[config.mk]
export PLATFORM = sky130hd
export DESIGN_NAME = eight_bit_alu_with_flags_unit
export DESIGN_NICKNAME = d
export VERILOG_FILES = /design/src/ebaf_pkg.sv /design/src/eight_bit_alu_with_flags_unit.sv /design/src/ebaf_alu.sv
export SDC_FILE = /design/constraint.sdc
export NUM_CORES = 1
export LEC_CHECK = 0
export CORE_MARGIN = 8
export CORE_UTILIZATION = 65
export CTS_BUF_LIST = sky130_fd_sc_hd__clkbuf_8
export DETAILED_ROUTE_END_ITERATION = 10
export DONT_BUFFER_PORTS = 1
export PLACE_DENSITY_LB_ADDON = 0.2
export SLEW_MARGIN = 20
export SYNTH_ARGS = -nofsm -noshare
export SYNTH_HDL_FRONTEND = slang
export SYNTH_SLANG_ARGS = --single-unit
[constraint.sdc]
create_clock -name clock -period 5.7 [get_ports clock]
set_input_delay 0.57 -clock clock [delete_from_list [all_inputs] [get_ports clock]]
set_output_delay 0.57 -clock clock [all_outputs]
set_load 0.02 [all_outputs]
[src/ebaf_pkg.sv]
// Types and codes shared by the eight-bit ALU with flags.
package ebaf_pkg;

   // ALU operation selected by bits 5:3 of a register or immediate opcode
   typedef enum logic [2:0] {
      ALU_ADD = 3'd0,
      ALU_ADC = 3'd1,
      ALU_SUB = 3'd2,
      ALU_SBC = 3'd3,
      ALU_AND = 3'd4,
      ALU_XOR = 3'd5,
      ALU_OR  = 3'd6,
      ALU_CP  = 3'd7
   } alu_sel_type;

   // Accumulator and flag operation selected by bits 4:3 of 0x27/0x2F/0x37/0x3F
   typedef enum logic [1:0] {
      MISC_DAA = 2'd0,
      MISC_CPL = 2'd1,
      MISC_SCF = 2'd2,
      MISC_CCF = 2'd3
   } misc_sel_type;

   // Flag bit positions
   localparam int unsigned FLAG_Z = 3;
   localparam int unsigned FLAG_N = 2;
   localparam int unsigned FLAG_H = 1;
   localparam int unsigned FLAG_C = 0;

   // Decimal adjust constants
   localparam logic [7:0] DAA_HIGH_ADJ = 8'h60;
   localparam logic [7:0] DAA_LOW_ADJ  = 8'h06;
   localparam logic [7:0] DAA_HIGH_MAX = 8'h99;
   localparam logic [3:0] DAA_LOW_MAX  = 4'h9;

   // Program counter steps
   localparam logic [1:0] PC_STEP_NONE = 2'd0;
   localparam logic [1:0] PC_STEP_ONE  = 2'd1;
   localparam logic [1:0] PC_STEP_IMM  = 2'd2;

   // One input item, lowest field in the lowest bits
   typedef struct packed {
      logic [7:0] operand;
      logic [3:0] flags_in;
      logic [7:0] acc_in;
      logic [7:0] op;
   } req_item_type;

   // One result item, lowest field in the lowest bits
   typedef struct packed {
      logic       handled;
      logic [1:0] pc_step;
      logic [3:0] flags_out;
      logic       write_to_acc;
      logic       write_enable;
      logic [7:0] result;
   } rsp_item_type;

endpackage

[src/eight_bit_alu_with_flags_unit.sv]
// Top level of the eight-bit ALU with flags: input register, ALU, result register.
//
//   channel | dir | width | transfer carries
//   --------+-----+-------+-----------------------------------------------
//   req_    | in  |  32   | op, acc_in, flags_in, operand
//   rsp_    | out |  24   | result, write_enable, write_to_acc, flags_out,
//           |     |       | pc_step, handled
//
// One item per cycle sustained while rsp_tready stays high. A req transfer is
// registered first in the input register, then in the result register around the
// ALU, before rsp_tvalid rises and the rsp transfer can take place.
// Synchronous active-high reset clears both valid bits; payload registers are
// not reset. A stall on rsp_ holds the result register and backs up into the
// input register, and req_tready drops only when both registers are full.
module eight_bit_alu_with_flags_unit (
   input  logic        clock,
   input  logic        reset,
   input  logic        req_tvalid,
   output logic        req_tready,
   // op[7:0], acc_in[15:8], flags_in[19:16], operand[27:20], zeros[31:28]
   input  logic [31:0] req_tdata,
   output logic        rsp_tvalid,
   input  logic        rsp_tready,
   // result[7:0], write_enable[8], write_to_acc[9], flags_out[13:10],
   // pc_step[15:14], handled[16], zeros[23:17]
   output logic [23:0] rsp_tdata
);

   ebaf_pkg::req_item_type req_item_ff, req_item_in;
   ebaf_pkg::rsp_item_type rsp_item_ff, rsp_item_in;
   ebaf_pkg::rsp_item_type alu_item;
   logic in_valid_ff, in_valid_in;
   logic rsp_valid_ff, rsp_valid_in;
   logic out_ready;
   logic req_xfer;

   // The result register frees up when empty or when its transfer completes;
   // the input register advances whenever the result register can take it.
   assign out_ready  = !rsp_valid_ff || rsp_tready;
   assign req_tready = !in_valid_ff || out_ready;
   assign req_xfer   = req_tvalid && req_tready;

   always_comb begin
      in_valid_in = in_valid_ff;
      req_item_in = req_item_ff;
      if (req_tready) begin
         in_valid_in = req_tvalid;
      end
      if (req_xfer) begin
         req_item_in = ebaf_pkg::req_item_type'(req_tdata[27:0]);
      end
   end

   ebaf_alu u_alu (
      .req_item (req_item_ff),
      .rsp_item (alu_item)
   );

   always_comb begin
      rsp_valid_in = rsp_valid_ff;
      rsp_item_in  = rsp_item_ff;
      if (out_ready) begin
         rsp_valid_in = in_valid_ff;
         if (in_valid_ff) begin
            rsp_item_in = alu_item;
         end
      end
   end

   always_ff @(posedge clock) begin
      if (reset) begin
         in_valid_ff  <= 1'b0;
         rsp_valid_ff <= 1'b0;
      end else begin
         in_valid_ff  <= in_valid_in;
         rsp_valid_ff <= rsp_valid_in;
      end
      req_item_ff <= req_item_in;
      rsp_item_ff <= rsp_item_in;
   end

   assign rsp_tvalid = rsp_valid_ff;
   assign rsp_tdata  = {7'd0, rsp_item_ff};

`ifndef SYNTHESIS
   // An accepted request always lands in the input register
   a_req_lands: assert property (@(posedge clock) disable iff (reset)
      req_xfer |=> in_valid_ff)
      else $error("accepted request lost");

   // A waiting item in the input register is never dropped during a stall
   a_in_hold: assert property (@(posedge clock) disable iff (reset)
      (in_valid_ff && !out_ready) |=> in_valid_ff)
      else $error("stalled item dropped");

   // A filled input register always produces a result next cycle when free
   a_in_to_out: assert property (@(posedge clock) disable iff (reset)
      (in_valid_ff && out_ready) |=> rsp_valid_ff)
      else $error("result not produced");

   // Unhandled opcodes write nothing and do not step the program counter
   a_unhandled: assert property (@(posedge clock) disable iff (reset)
      (rsp_valid_ff && !rsp_item_ff.handled) |->
         (rsp_item_ff.pc_step == ebaf_pkg::PC_STEP_NONE) && !rsp_item_ff.write_enable)
      else $error("unhandled opcode has side effects");

   // Whenever nothing is written the result value is zero
   a_no_write_zero: assert property (@(posedge clock) disable iff (reset)
      (rsp_valid_ff && !rsp_item_ff.write_enable) |->
         (rsp_item_ff.result == 8'd0) && !rsp_item_ff.write_to_acc)
      else $error("nonzero result without write");
`endif

endmodule

[src/ebaf_alu.sv]
// Combinational decode and compute of one ALU instruction.
module ebaf_alu (
   input  ebaf_pkg::req_item_type req_item,
   output ebaf_pkg::rsp_item_type rsp_item
);

   logic [7:0] op;
   logic [7:0] a;
   logic [7:0] v;
   logic [3:0] f;
   logic       c;

   logic                  is_incdec;
   logic                  is_alu;
   logic                  is_misc;
   ebaf_pkg::alu_sel_type  alu_sel;
   ebaf_pkg::misc_sel_type misc_sel;

   logic       cin;
   logic [8:0] sum9;
   logic [4:0] hsum5;
   logic [8:0] diff9;
   logic [4:0] hdiff5;
   logic [7:0] inc8;
   logic [7:0] dec8;
   logic       daa_big;
   logic       daa_small;
   logic [7:0] daa_mid;
   logic [7:0] daa_res;

   assign op = req_item.op;
   assign a  = req_item.acc_in;
   assign v  = req_item.operand;
   assign f  = req_item.flags_in;
   assign c  = f[ebaf_pkg::FLAG_C];

   assign is_incdec = (op[7:6] == 2'b00) && (op[2:1] == 2'b10);
   assign is_alu    = (op[7:6] == 2'b10) || ((op[7:6] == 2'b11) && (op[2:0] == 3'b110));
   assign is_misc   = (op[7:5] == 3'b001) && (op[2:0] == 3'b111);
   assign alu_sel   = ebaf_pkg::alu_sel_type'(op[5:3]);
   assign misc_sel  = ebaf_pkg::misc_sel_type'(op[4:3]);

   // Carry in only for ADC and SBC
   assign cin    = ((alu_sel == ebaf_pkg::ALU_ADC) || (alu_sel == ebaf_pkg::ALU_SBC)) ? c : 1'b0;
   assign sum9   = {1'b0, a} + {1'b0, v} + {8'd0, cin};
   assign hsum5  = {1'b0, a[3:0]} + {1'b0, v[3:0]} + {4'd0, cin};
   assign diff9  = {1'b0, a} - {1'b0, v} - {8'd0, cin};
   assign hdiff5 = {1'b0, a[3:0]} - {1'b0, v[3:0]} - {4'd0, cin};
   assign inc8   = v + 8'd1;
   assign dec8   = v - 8'd1;

   // Decimal adjust: subtract path after N, add path otherwise
   assign daa_big   = c || (a > ebaf_pkg::DAA_HIGH_MAX);
   assign daa_small = f[ebaf_pkg::FLAG_H] || (a[3:0] > ebaf_pkg::DAA_LOW_MAX);
   always_comb begin
      if (f[ebaf_pkg::FLAG_N]) begin
         daa_mid = a - (c ? ebaf_pkg::DAA_HIGH_ADJ : 8'd0);
         daa_res = daa_mid - (f[ebaf_pkg::FLAG_H] ? ebaf_pkg::DAA_LOW_ADJ : 8'd0);
      end else begin
         daa_mid = a + (daa_big ? ebaf_pkg::DAA_HIGH_ADJ : 8'd0);
         daa_res = daa_mid + (daa_small ? ebaf_pkg::DAA_LOW_ADJ : 8'd0);
      end
   end

   always_comb begin
      rsp_item = '0;
      if (is_incdec) begin
         rsp_item.handled      = 1'b1;
         rsp_item.pc_step      = ebaf_pkg::PC_STEP_ONE;
         rsp_item.write_enable = 1'b1;
         rsp_item.flags_out[ebaf_pkg::FLAG_C] = c;
         if (op[0]) begin
            rsp_item.result = dec8;
            rsp_item.flags_out[ebaf_pkg::FLAG_N] = 1'b1;
            rsp_item.flags_out[ebaf_pkg::FLAG_H] = (v[3:0] == 4'h0);
         end else begin
            rsp_item.result = inc8;
            rsp_item.flags_out[ebaf_pkg::FLAG_H] = (v[3:0] == 4'hF);
         end
         rsp_item.flags_out[ebaf_pkg::FLAG_Z] = (rsp_item.result == 8'd0);
      end else if (is_alu) begin
         rsp_item.handled      = 1'b1;
         rsp_item.pc_step      = op[6] ? ebaf_pkg::PC_STEP_IMM : ebaf_pkg::PC_STEP_ONE;
         rsp_item.write_enable = 1'b1;
         rsp_item.write_to_acc = 1'b1;
         unique case (alu_sel)
            ebaf_pkg::ALU_ADD, ebaf_pkg::ALU_ADC: begin
               rsp_item.result = sum9[7:0];
               rsp_item.flags_out[ebaf_pkg::FLAG_H] = hsum5[4];
               rsp_item.flags_out[ebaf_pkg::FLAG_C] = sum9[8];
               rsp_item.flags_out[ebaf_pkg::FLAG_Z] = (sum9[7:0] == 8'd0);
            end
            ebaf_pkg::ALU_SUB, ebaf_pkg::ALU_SBC: begin
               rsp_item.result = diff9[7:0];
               rsp_item.flags_out[ebaf_pkg::FLAG_N] = 1'b1;
               rsp_item.flags_out[ebaf_pkg::FLAG_H] = hdiff5[4];
               rsp_item.flags_out[ebaf_pkg::FLAG_C] = diff9[8];
               rsp_item.flags_out[ebaf_pkg::FLAG_Z] = (diff9[7:0] == 8'd0);
            end
            ebaf_pkg::ALU_CP: begin
               // Compare: flags only, nothing written
               rsp_item.write_enable = 1'b0;
               rsp_item.write_to_acc = 1'b0;
               rsp_item.flags_out[ebaf_pkg::FLAG_N] = 1'b1;
               rsp_item.flags_out[ebaf_pkg::FLAG_H] = hdiff5[4];
               rsp_item.flags_out[ebaf_pkg::FLAG_C] = diff9[8];
               rsp_item.flags_out[ebaf_pkg::FLAG_Z] = (diff9[7:0] == 8'd0);
            end
            ebaf_pkg::ALU_AND: begin
               rsp_item.result = a & v;
               rsp_item.flags_out[ebaf_pkg::FLAG_H] = 1'b1;
               rsp_item.flags_out[ebaf_pkg::FLAG_Z] = ((a & v) == 8'd0);
            end
            ebaf_pkg::ALU_XOR: begin
               rsp_item.result = a ^ v;
               rsp_item.flags_out[ebaf_pkg::FLAG_Z] = ((a ^ v) == 8'd0);
            end
            ebaf_pkg::ALU_OR: begin
               rsp_item.result = a | v;
               rsp_item.flags_out[ebaf_pkg::FLAG_Z] = ((a | v) == 8'd0);
            end
         endcase
      end else if (is_misc) begin
         rsp_item.handled = 1'b1;
         rsp_item.pc_step = ebaf_pkg::PC_STEP_ONE;
         unique case (misc_sel)
            ebaf_pkg::MISC_DAA: begin
               rsp_item.result       = daa_res;
               rsp_item.write_enable = 1'b1;
               rsp_item.write_to_acc = 1'b1;
               rsp_item.flags_out[ebaf_pkg::FLAG_N] = f[ebaf_pkg::FLAG_N];
               rsp_item.flags_out[ebaf_pkg::FLAG_C] =
                  c || (!f[ebaf_pkg::FLAG_N] && daa_big);
               rsp_item.flags_out[ebaf_pkg::FLAG_Z] = (daa_res == 8'd0);
            end
            ebaf_pkg::MISC_CPL: begin
               rsp_item.result       = ~a;
               rsp_item.write_enable = 1'b1;
               rsp_item.write_to_acc = 1'b1;
               rsp_item.flags_out = {f[ebaf_pkg::FLAG_Z], 1'b1, 1'b1, c};
            end
            ebaf_pkg::MISC_SCF: begin
               rsp_item.flags_out = {f[ebaf_pkg::FLAG_Z], 1'b0, 1'b0, 1'b1};
            end
            ebaf_pkg::MISC_CCF: begin
               rsp_item.flags_out = {f[ebaf_pkg::FLAG_Z], 1'b0, 1'b0, ~c};
            end
         endcase
      end
   end

endmodule

==> flow_summary.yaml <==
outcome:
  status: "finished clean"
power:
  vdd_drop_max_uv: 202.5
  p_per_area_mw_per_mm2: 225.7
  leakage_nw: 1.765
  comb_power_share_pct: 31.2
  seqPwrFrac_pct: 44.2
  power_frac_clock_pct: 24.6
  internal-power_mw: 0.6556
  p_total_mw: 0.9900
  switching_share_pct: 33.77
  power.switching_mw: 0.3344
die:
  core-area_mm2: 0.006350
  die_area_mm2: 0.009390
  die_w_um: 96.90
  start_util_pct: 67.00
  fp.dieH_um: 96.90
  ios: 62
  rows: 29
yosys:
  synth_top_area_cell: "edfxtp_1"
  netlist.area_leader.share_pct: 31.76
  synthAdderAreaFrac_pct: 18.41
  synth-simple-area-share_pct: 15.00
  yosys-top-cells-area: "edfxtp_1, ha_1, xnor2_1"
  yosysWarnings: 0
  seq_area_frac_synth_pct: 32.71
  synthMuxAreaShare_pct: 3.147
  synth_top_family_by_area: "adder cells"
  synthArstFlopShare_pct: 0
  syn_area_per_cell_um2: 9.538
  synth_compound_area_share_pct: 18.21
  synthCells: 446
  ys.flop_type: "edfxtp_1"
  synth_area_mm2: 0.004254
  synth.distinct_cells: 68
  synth_edf_count: 45
  synthXorXnorAreaFrac_pct: 6.176
  ys_ff_latch: 47
min_path:
  hp-start: "reset"
  hp-class: "input port to flop"
  whs_path_depth: 1
timing:
  fin_crit_sh_pct: 66.31
  hold_viol: 0
  max_clock_freq_mhz: 264.6
  clock_skew_ns: 0.008992
  tightest_slew_ns: 0.7736
  setup_tns_ns: 0
  drv_slew: 0
  relSlewSlack_pct: 47.77
  rsz0062_at_grt: "false"
  finalCriticalPeriod_ns: 3.779
  whs_ns: 0.3219
  setup_viol: 0
setup_path:
  worst-setup-path-type: "flop to flop"
  cp.arrival_ns: 3.83
  startpoint_type: "flop"
  worst-path-stages: 12
  r2r_cells: 12
  cpPeakStageDelay_ns: 0.69
  crit_chain: "inv_1 > ha_1 > nor2_1 > o21ai_1 > o311ai_0 > ha_1 > a41o_1 > a211oi_1 > a31oi_2 > nor2_1 > xnor2_1 > o221ai_1"
  end_kind: "flop"
  cp_max_fo: 11
  critPathSlowestCell: "o311ai_0"
  crit_start: "req_item_ff[9]$_DFFE_PP_"
  worstPathRequired_ns: 5.75
  worstReg2RegStart: "req_item_ff[9]$_DFFE_PP_"
  crit_buf_inv: 1
  critPathTopFamily: "compound AO/OA/AOI/OAI gates"
clock_tree:
  h-tree-depth: 2
  cts_setup_buffers: 0
  cts_buffers: 5
  cts_tree: "done"
  cts-resized-gates: 0
  postCtsHoldBufs: 0
  cts_sinks: 47
  clkLatencyLatePin_ns: 0.31
  cts.clk_slew.worst_paths_ns: 0.09
  cts_buffer_depth: 2
  ctsRootBufferMaster: "clkbuf_8"
final_layout:
  diodes: 0
  fillers: 494
  drive_gt1_share_pct: 6.349
  final_nets: 535
  area_growth_syn_to_layout_pct: 3.088
job:
  drv_cap: 0
place:
  io_buffers: 0
  gp_congestion: 0.9327
  place_hpwl_mm: 8.518
grt:
  grt_pass1_vias: 3387
  grt.overflow.total: 0
  gr-usage-all-layers_pct: 22.72
  grt_pass1_wl_mm: 17.34
  antenna_found_initial: 0
  grt_start_max_net_pins: 39
route:
  postRouteAntennaNets: 0
  wl_per_cell_um: 20.71
  vias: 3427
  finalWirelength_mm: 10.73
  drc: 0
  drtPass1Iterations: 5
  routed_via_density: 6.616
  drt_iter0_drc: 285
[path summary, 6_finish.rpt]
path | slack, ns | endpoint
worst max-delay path | 1.92 | rsp_tdata[7]$_DFFE_PP_
worst min-delay path | 0.32 | in_valid_ff$_SDFFE_PP0N_
worst max register to register | 1.92 | rsp_tdata[7]$_DFFE_PP_
worst min register to register | 0.52 | rsp_tvalid$_SDFFE_PP0P_
[cells by family after synthesis]
family / after synthesis
XOR/XNOR: 30
AND/OR/NAND/NOR: 121
buffers and inverters: 59
adder cells (fa/ha/maj): 59
flip-flops: 47
multiplexers: 13
other: 1
AO/OA/AOI/OAI: 116
[routing by layer]
metal	share of wire, %	GRT usage [%]
met1	42	26.85
met4	2.6	8.166
met5	0	0
met3	8.4	7.895
met2	47	37.14
[sequential cells by signal (all words and copies together) (netlist names)]
signal / flops
rsp_tdata: 17
rsp_tvalid: 1
in_valid_ff: 1
req_item_ff: 28
[worst reg2reg max path: cells and delay by family (launching register included)]
kind,cells,cell delay (ns)
xor+xnor,1,0.14
compound gates,6,1.60
buf+inv,1,0.22
fa+ha+maj,2,0.63
simple gates,2,0.27
flops,1,0.66
[placed cells by master, fill, tap and decap left out, types with 4 or more instances in the layout]
cell	netlist	final
a211oi_1	4	4
a21oi_1	25	25
a31oi_1	4	4
buf_4	10	4
clkbuf_8	0	5
conb_1	1	7
edfxtp_1	45	45
fa_1	6	6
ha_1	53	53
inv_1	36	36
mux2i_1	10	10
nand2_1	24	24
nand3_1	9	9
nand4_1	6	6
nor2_1	37	37
nor2b_1	4	4
nor3_1	7	7
o211ai_1	13	13
o21ai_0	25	25
o221ai_1	9	9
or3_1	4	4
xnor2_1	17	17
xor2_1	13	13
[cells in the mapped netlist, types with 7 or more instances]
master and instances:
o221ai_1 9, nor3_1 7, edfxtp_1 45, nand2_1 24
a21oi_1 25, mux2i_1 10, o21ai_0 25, xnor2_1 17
inv_1 36, nor2_1 37, nand3_1 9, buf_4 10
o211ai_1 13, xor2_1 13, ha_1 53
[power by group through the flow]
stage | registers [mW] | logic [mW] | clock network, mW
after global placement | 0.444 | 0.293 | 0
after detailed placement | 0.445 | 0.301 | 0
after global routing | 0.440 | 0.340 | 0.263
after CTS | 0.437 | 0.303 | 0.249
final | 0.437 | 0.309 | 0.244
after floorplan | 0.435 | 0.242 | 0
[cell type report]
| class | count | area, µm² | share of cell area, % |
|---|---|---|---|
| inverter | 36 | 135.1 | 3.081 |
| tap | 77 | 96.34 | 2.197 |
| timing repair buffer | 4 | 30.03 | 0.6847 |
| clock buffer | 5 | 68.82 | 1.569 |
| multi-input combinational | 346 | 2620 | 59.74 |
| clock inverter | 3 | 43.79 | 0.9986 |
| sequential | 47 | 1391 | 31.73 |
[through the flow]
stage          cell area, µm²  setup slack [ns]  instances  util [%]
2_1_floorplan            4277             2.290        452         -
3_3_place_gp             4272             2.129        510     67.27
3_5_place_dp             4272             2.079        510     67.27
4_1_cts                  4384             1.968        518     69.04
5_1_grt                  4385             1.694        518     69.06
6_report                 4385             1.921        518     69.06
Power figures use the tool's default switching activity.
